`src/hdl/assert_macros.svh`:
```
// Assertion macros shared by the decoder RTL.
// Each macro expands to one labeled concurrent assertion clocked on clk,
// disabled while arst_n is low.
`ifndef ASSERT_MACROS_SVH
`define ASSERT_MACROS_SVH

// Implication check: prop must hold at every clock edge out of reset.
`define SWTD_ASSERT(lbl, prop, msg) \
	lbl: assert property (@(posedge clk) disable iff (!arst_n) (prop)) else $error(msg);

// Condition that must never be true at a clock edge out of reset.
`define SWTD_NEVER(lbl, cond, msg) \
	lbl: assert property (@(posedge clk) disable iff (!arst_n) !(cond)) else $error(msg);

`endif

```
`src/hdl/swtd_pkg.sv`:
```
// Package for the sliding window token decoder: request types, sequencer
// states and shared constants. No dependencies.
package swtd_pkg;

	localparam int WINDOW_DEF = 12;
	localparam int POS_W      = 4;
	localparam int LEN_W      = 4;

	// longest copy run per token; larger length digits saturate here
	localparam logic [LEN_W-1:0] MAX_COPY = 4'd9;

	typedef struct packed {
		logic [POS_W-1:0] position;
		logic [LEN_W-1:0] copy_length;
		logic [7:0]       literal;
	} token_t;

	typedef struct packed {
		logic [7:0] out_byte;
		logic       last;
	} result_t;

	typedef enum logic [1:0] {
		ST_IDLE = 2'd0,
		ST_COPY = 2'd1,
		ST_LIT  = 2'd2
	} state_t;

endpackage

```
`src/hdl/sliding_window_token_decoder.sv`:
```
// Sliding window token decoder, top level.
// Sequencer, output register and history pointer; uses swtd_pkg,
// swtd_addr, swtd_hist and assert_macros.svh.
//
// Usage:
//   token channel (token_valid/token_stall/token): one request per token,
//   holding a position digit, a copy length digit and a literal byte.
//   result channel (result_valid/result_stall/result): one request per
//   decoded byte; copied bytes first with last = 0, then the literal with
//   last = 1.
//   A token with nonzero position and length copies min(length, 9) bytes
//   from Window - position bytes back in the history, copies may overlap.
//   The first byte goes through the history read register, then, once the
//   result channel is free, into the output register. Throughput: one byte
//   per cycle while result_stall is low; each token (n copied bytes, n up to 9)
//   is done before the next is taken; the single history read port and its
//   registered read set the pace. token_stall is high while a token is being decoded.
//   A result stall holds the sequencer at its next byte (a token may still
//   be taken while idle); the held result does not change.
//   Reset: the history reads as zeros until written; the output register is emptied.
`include "assert_macros.svh"

module sliding_window_token_decoder #(
	parameter int Window = swtd_pkg::WINDOW_DEF
) (
	input  logic              clk,
	input  logic              arst_n,
	input  logic              token_valid,
	output logic              token_stall,
	input  swtd_pkg::token_t  token,
	output logic              result_valid,
	input  logic              result_stall,
	output swtd_pkg::result_t result
);
	import swtd_pkg::*;

	localparam int PW = $clog2(Window);

	state_t          st_q, st_nxt;
	logic [PW-1:0]   ptr_q;
	logic            full_q;
	logic [POS_W-1:0] pos_q;
	logic [LEN_W-1:0] left_q;
	logic [7:0]      lit_q;
	logic            rd_zero_q, rd_byp_q;
	logic [7:0]      byp_q;
	result_t         out_q;
	logic            out_vld_q;

	logic            free, acc, do_copy, emit, emit_last;
	logic            rd_en, we, byp;
	logic [7:0]      wdata, rd_data, copy_byte;
	logic [PW-1:0]   ptr_inc, unit_base, unit_addr;
	logic            full_inc, unit_full, unit_zero;
	logic [POS_W-1:0] unit_pos;
	logic [LEN_W-1:0] len_sat;

	// pointer arithmetic
	always_comb begin
		ptr_inc  = (ptr_q == PW'(Window - 1)) ? '0 : ptr_q + 1'b1;
		full_inc = full_q || (ptr_q == PW'(Window - 1));
		len_sat  = (token.copy_length > MAX_COPY) ? MAX_COPY : token.copy_length;
		do_copy  = (token.position != '0) && (token.copy_length != '0);
		free     = !out_vld_q || !result_stall;
	end

	// address unit operands: at accept the pointer is as is, during a copy
	// the next read is issued in the same cycle as this byte's write
	always_comb begin
		unit_base = (st_q == ST_IDLE) ? ptr_q : ptr_inc;
		unit_full = (st_q == ST_IDLE) ? full_q : full_inc;
		unit_pos  = (st_q == ST_IDLE) ? token.position : pos_q;
	end

	swtd_addr #(.Window(Window)) u_addr (
		.base     (unit_base),
		.full     (unit_full),
		.position (unit_pos),
		.addr     (unit_addr),
		.zero     (unit_zero)
	);

	// source equal to the entry written now: the memory read is stale
	assign byp = (st_q != ST_IDLE) && (unit_addr == ptr_q);

	assign copy_byte = rd_zero_q ? 8'd0 : (rd_byp_q ? byp_q : rd_data);

	swtd_hist #(.Window(Window)) u_hist (
		.clk   (clk),
		.we    (we),
		.waddr (ptr_q),
		.wdata (wdata),
		.re    (rd_en),
		.raddr (unit_addr),
		.rdata (rd_data)
	);

	// sequencer outputs
	always_comb begin
		token_stall = 1'b1;
		acc         = 1'b0;
		rd_en       = 1'b0;
		we          = 1'b0;
		emit        = 1'b0;
		emit_last   = 1'b0;
		wdata       = lit_q;
		unique case (st_q)
			ST_IDLE: begin
				token_stall = 1'b0;
				acc         = token_valid;
				rd_en       = token_valid && do_copy;
			end
			ST_COPY: begin
				wdata = copy_byte;
				if (free) begin
					emit  = 1'b1;
					we    = 1'b1;
					rd_en = (left_q != LEN_W'(1));
				end
			end
			ST_LIT: begin
				if (free) begin
					emit      = 1'b1;
					we        = 1'b1;
					emit_last = 1'b1;
				end
			end
			default: begin
				token_stall = 1'b1;
			end
		endcase
	end

	// sequencer next state
	always_comb begin
		st_nxt = st_q;
		unique case (st_q)
			ST_IDLE: begin
				if (token_valid) begin
					st_nxt = do_copy ? ST_COPY : ST_LIT;
				end
			end
			ST_COPY: begin
				if (free && (left_q == LEN_W'(1))) begin
					st_nxt = ST_LIT;
				end
			end
			ST_LIT: begin
				if (free) begin
					st_nxt = ST_IDLE;
				end
			end
			default: begin
				st_nxt = ST_IDLE;
			end
		endcase
	end

	// control registers
	always_ff @(posedge clk or negedge arst_n) begin
		if (!arst_n) begin
			st_q      <= ST_IDLE;
			ptr_q     <= '0;
			full_q    <= 1'b0;
			left_q    <= '0;
			out_vld_q <= 1'b0;
			rd_zero_q <= 1'b0;
			rd_byp_q  <= 1'b0;
		end else begin
			st_q <= st_nxt;
			if (we) begin
				ptr_q  <= ptr_inc;
				full_q <= full_inc;
			end
			if (acc) begin
				left_q <= len_sat;
			end else if (emit && !emit_last) begin
				left_q <= left_q - 1'b1;
			end
			if (rd_en) begin
				rd_zero_q <= unit_zero;
				rd_byp_q  <= byp;
			end
			if (emit) begin
				out_vld_q <= 1'b1;
			end else if (!result_stall) begin
				out_vld_q <= 1'b0;
			end
		end
	end

	// payload registers
	always_ff @(posedge clk) begin
		if (acc) begin
			pos_q <= token.position;
			lit_q <= token.literal;
		end
		if (rd_en) begin
			byp_q <= wdata;
		end
		if (emit) begin
			out_q.out_byte <= wdata;
			out_q.last     <= emit_last;
		end
	end

	assign result_valid = out_vld_q;
	assign result       = out_q;

	// checks
	`SWTD_ASSERT(a_copy_len, (st_q == ST_COPY) |-> ((left_q != '0) && (left_q <= MAX_COPY)), "copy count out of range")
	`SWTD_ASSERT(a_full_wrap, $rose(full_q) |-> (ptr_q == '0), "history filled without pointer wrap")
	`SWTD_NEVER(a_ptr_range, ({1'b0, ptr_q} >= (PW + 1)'(Window)), "write pointer beyond window")

endmodule

```
`src/hdl/swtd_hist.sv`:
```
// History memory: one write port and one registered read port.
// Depends on nothing but its Window parameter.
module swtd_hist #(
	parameter int Window = 12
) (
	input  logic                      clk,
	input  logic                      we,
	input  logic [$clog2(Window)-1:0] waddr,
	input  logic [7:0]                wdata,
	input  logic                      re,
	input  logic [$clog2(Window)-1:0] raddr,
	output logic [7:0]                rdata
);

	logic [7:0] mem [Window];
	logic [7:0] rd_data_q;

	// write port
	always_ff @(posedge clk) begin
		if (we) begin
			mem[waddr] <= wdata;
		end
	end

	// read port, data valid the cycle after re
	always_ff @(posedge clk) begin
		if (re) begin
			rd_data_q <= mem[raddr];
		end
	end

	assign rdata = rd_data_q;

endmodule

```
`src/hdl/swtd_addr.sv`:
```
// Shared address unit: history index of the copy source, wrapped modulo
// Window, plus a flag for sources that were never written. Uses swtd_pkg.
module swtd_addr #(
	parameter int Window = 12
) (
	input  logic [$clog2(Window)-1:0] base,
	input  logic                      full,
	input  logic [swtd_pkg::POS_W-1:0] position,
	output logic [$clog2(Window)-1:0] addr,
	output logic                      zero
);
	import swtd_pkg::*;

	localparam int PW = $clog2(Window);
	localparam int SW = PW + 1;

	logic [SW-1:0] sum;
	logic [SW-1:0] wrapped;
	logic          beyond;

	// one add, one compare-subtract for the wrap
	always_comb begin
		sum     = SW'(base) + SW'(position);
		wrapped = (sum >= SW'(Window)) ? sum - SW'(Window) : sum;
		beyond  = SW'(position) >= SW'(Window);
		addr    = beyond ? '0 : wrapped[PW-1:0];
		// before the first wrap only entries below the write pointer hold data
		zero    = beyond || (!full && (addr >= base));
	end

endmodule

```
`config.mk`:
```
export PLATFORM = sky130hd
export DESIGN_NAME = sliding_window_token_decoder
export DESIGN_NICKNAME = d
export VERILOG_FILES = /design/src/hdl/swtd_pkg.sv /design/src/hdl/sliding_window_token_decoder.sv /design/src/hdl/swtd_hist.sv /design/src/hdl/swtd_addr.sv
export VERILOG_INCLUDE_DIRS = /design/src /design/src/hdl
export SDC_FILE = /design/constraint.sdc
export NUM_CORES = 1
export LEC_CHECK = 0
export ABC_AREA = 0
export BUFFER_PORTS_ARGS = -buffer_cell sky130_fd_sc_hd__buf_2
export CORE_ASPECT_RATIO = 0.8
export CORE_UTILIZATION = 45
export CTS_CLUSTER_SIZE = 12
export DETAILED_ROUTE_END_ITERATION = 8
export GPL_ROUTABILITY_DRIVEN = 1
export PLACE_DENSITY_LB_ADDON = 0.12
export SYNTH_ARGS = -nofsm -noshare
export SYNTH_HDL_FRONTEND = slang
export SYNTH_SLANG_ARGS = --single-unit
```
`constraint.sdc`:
```
create_clock -name clk -period 4.3 [get_ports clk]
set_input_delay 0.86 -clock clk [delete_from_list [all_inputs] [get_ports clk]]
set_output_delay 0.86 -clock clk [all_outputs]
set_load 0.1 [all_outputs]
```
==> results <==
- The number of DRC violations after detailed-routing iteration 0 is 301.
- The worst pin sits at a relative slew slack of 20.0%.
- The critical path in this run is classified as register to register.
- Of all nets on the critical path, the largest fanout is 8.
- The final wirelength is 14,200 um.
- The I/O pin count is 31.
- Counting along the longest clock path gives a buffer depth of 2.
- Setup repair after global routing left no endpoint under its margin.
- The placeable core area is 13,900 um^2.
- The die is 110 um tall.
- The maximum clock frequency is 0.246 GHz.
- The mapped netlist covers 6540 um^2.
- The average instance in the mapped netlist occupies 14.5 um^2.
- At the pin with the least slew margin, the transition time is 1.20 ns.
- The hold violation total from the final report is 0.
- The number of antenna violations at the first check in global routing was 0.
- Summed over its instances, the top area cell type makes up 61.1% of the synthesized netlist area.
- The total global-route track usage is 20.6%.
- The top cell types in the final layout, fill and taps aside, are edfxtp_1, mux2i_1, o22ai_1, buf_2, nor2_1.
- The type of the most critical hold path is primary input to asynchronous set/reset pin.
- The post-CTS setup buffer count is 0.
- The share of the synthesized netlist area taken by xor and xnor gates is 1.19%.
- The signed area change from the synthesized netlist to the final layout is 15.0%.
- By area, the combinational part of the netlist is dominated by multiplexers.
- Cells with a size suffix above 1 make up 20.7% of the layout.
- In the final routed layout, each cell accounts on average for 20.7 um.
- The via count of the first global-routing pass is 3,613.
- Row generation in the floorplan step produced 38 rows.
- Port buffering added 30 buffers.
- The final layout net count is 532.
- The synthesized netlist net count is 488.
- For this run, design rule violations remaining after detail routing come to 0.
- After layout, the worst path uses 94.5% of the clock period.
- Counting flops and latches in the post-synthesis netlist gives 147.
- Once detail routing completed, the nets flagged for antenna violations numbered 0.
- The data arrival at the endpoint of the critical path is 4.40 ns.
- The critical path data required time is 4.63 ns.
- The number of levels in the clock H-tree is 4.
- The launch instance of the worst register-to-register path is ptr_q[0]$_DFFE_PN0P_.
- The first-pass iteration count of the detailed router is 5.
- STA classifies the critical path startpoint as a register.
- The die is 137 um wide.
- The die area is 15,000 um^2.
- Fill cells in the final layout number 1,158.
- Setup slack on the worst reg-to-reg path comes out at 0.24 ns.
- The cell count after synthesis came out at 450.
- The library cell with the largest summed area after synthesis is edfxtp_1.
- After detailed routing, the number of vias per cell comes to 5.52.
- For this run the aggregate overflow at the end of global routing stands at 0.
- The max-capacitance violation count is 0.
- The area used by multi-input combinational logic is 1990 um^2.
- The root buffer selected by CTS is clkbuf_16.
- The routed design could run at a clock period as short as 4.06 ns.
- Entering global routing, the biggest net connects 50 pins.
- The CTS tree is built.
- The clock slew seen by the registers of the worst setup and hold paths is 0.07 ns.
- The routed layout has 3,790 vias.
- In the post-synthesis netlist, the biggest area contributors are edfxtp_1, mux2i_1, dfrtp_1, ha_1, o22ai_1.
- The number of flops mapped to enable cells by yosys is 133.
- The first-pass GRT wire length is 21,800 um.
- The flow ran to the end, and the final reports show no timing, DRC or antenna violations.
- In the final layout, flip-flops and latches occupy 4340 um^2.
- The worst reg2reg path endpoint is rd_zero_q$_DFFE_PN0P_.
- The clock tree skew after final layout is 0.0130 ns.
- The initial utilization of the core area, before any placement, comes to 47.1%.
- After synthesis, the share of cell area in mux cells is 11.3%.
- Once the clock tree was built, the resizer swapped 0 gates to a different size.
- The CTS sink count is 147.
- Summing the areas of all and, or, nand and nor instances in the mapped netlist gives 6.26% of the synthesized area.
- The adder and majority cell fraction of the synthesized area is 3.56%.
- Counting cells, the worst reg-to-reg path comes to 16.
- The clock network latency to the later pin of the worst-skew pair is 0.42 ns.
- Setup violations remaining at the end of the flow were counted as 0.
- During synthesis, Yosys emitted a total of 0 warnings.
- The most used flip-flop cell after synthesis is edfxtp_1.
- The sum of negative setup slack is 0 ns.
- Buffers inserted during clock tree synthesis total 17.
- The worst setup path is captured at a register.
- The share of the synthesized area in compound gates (AO/OA/AOI/OAI) is 7.79%.
- Buffers inserted to repair hold after CTS numbered 0.
- The total inserted antenna cells is 0.
- The library cell used most frequently in the layout, excluding fill and tap cells, is edfxtp_1.
- The placer's final routability congestion estimate is 0.868.
- In this run, distinct cell masters in the synthesized netlist total 51.
- The post-detailed-placement half-perimeter wirelength is 9200 um.
- The max-slew violation count came to 0.
- The sequential fraction of the synthesis area is 66.5%.
- After synthesis, the share of flip-flops with an asynchronous set or reset is 9.52%.
-- Yosys cell counts, types with 2 or more instances --
cell type,count
a21o_1,3
a21oi_1,18
a22o_1,2
a31oi_1,2
and2_1,5
and3_1,7
buf_2,3
buf_4,4
buf_6,4
clkbuf_1,7
dfrtp_1,14
edfxtp_1,133
ha_1,17
inv_1,25
inv_2,3
mux2_2,14
mux2i_1,58
nand2_1,18
nand2b_1,2
nand3_1,3
nand4_1,2
nor2_1,26
nor3_1,6
nor4_1,2
o21ai_0,6
o21ai_1,3
o22ai_1,33
or2_1,2
xnor2_1,4
xor2_1,3
-- stage by stage --
| stage | hold slack (ns) | setup slack (ns) | area [um^2] | utilization [%] | instances |
|---|---|---|---|---|---|
| final | 0.347 | 0.237 | 7520 | 54.2 | 687 |
| after global routing | 0.350 | 0.0346 | 7520 | 54.2 | 687 |
| after CTS | 0.339 | 0.0429 | 7510 | 54.1 | 687 |
| after detailed placement | 0.506 | 0.0598 | 6920 | 49.8 | 655 |
| after global placement | 0.495 | 0.224 | 6920 | 49.8 | 655 |
| after floorplan | 0.428 | 0.0597 | 6540 | - | 450 |
-- area by class of cell --
| type | count | share of cell area, % |
|---|---|---|
| well taps | 180 | 3.00 |
| repair buffers | 44 | 3.56 |
| multi-input cells | 256 | 26.5 |
| clock buffers | 20 | 6.37 |
| inverters | 28 | 1.40 |
| clock inverters | 12 | 1.41 |
| flip-flops and latches | 147 | 57.8 |
-- how the worst max path moves through the flow --
stage                    startpoint                     to  cells after the start
2_1_floorplan   st_q[0]$_DFFE_PN0P_  rd_zero_q$_DFFE_PN0P_                     17
3_3_place_gp    st_q[0]$_DFFE_PN0P_  rd_zero_q$_DFFE_PN0P_                     16
6_report       ptr_q[0]$_DFFE_PN0P_  rd_zero_q$_DFFE_PN0P_                     16
5_1_grt        ptr_q[0]$_DFFE_PN0P_  rd_zero_q$_DFFE_PN0P_                     16
3_5_place_dp    st_q[0]$_DFFE_PN0P_  rd_zero_q$_DFFE_PN0P_                     16
4_1_cts         st_q[0]$_DFFE_PN0P_  rd_zero_q$_DFFE_PN0P_                     15
-- registers in the layout (all words and copies together) (netlist names), 2 cells and up --
register	count
byp_q	8
left_q	4
u_hist.rdata	8
ptr_q	4
result	9
pos_q	4
lit_q	8
u_hist.mem	96
st_q	2
-- worst max-delay path, stage by stage (launching register included) --
cell	delay, ns
dfrtp_1	0.50
inv_1	0.15
ha_1	0.36
mux2_2	0.32
ha_1	0.28
a21o_1	0.16
a21oi_2	0.17
xor2_2	0.22
inv_2	0.08
ha_1	0.22
a221oi_4	0.35
nand2_1	0.11
o32ai_2	0.26
ha_1	0.22
a211oi_1	0.05
or3b_1	0.36
a21oi_1	0.16
-- kinds of logic after synthesis --
family | count (synthesis)
AND/OR/NAND/NOR | 81
XOR/XNOR | 8
multiplexers | 72
flip-flops | 147
buffers and inverters | 47
adder cells (fa/ha/maj) | 18
AO/OA/AOI/OAI | 77
-- per-layer routing --
layer	share of wire (%)	routed length [um]	global-route usage, %	vias to the layer above
li1	-	-	-	1792
met1	54	7660	32.7	1892
met2	42	5910	27.9	96
met3	4.0	568	4.75	10
met4	0.68	97	5.00	0
met5	0	0	0	-
Power is left out: the tool's default activity adds up to more than one toggle a clock period on the data nets, which glitch-free logic cannot reach.
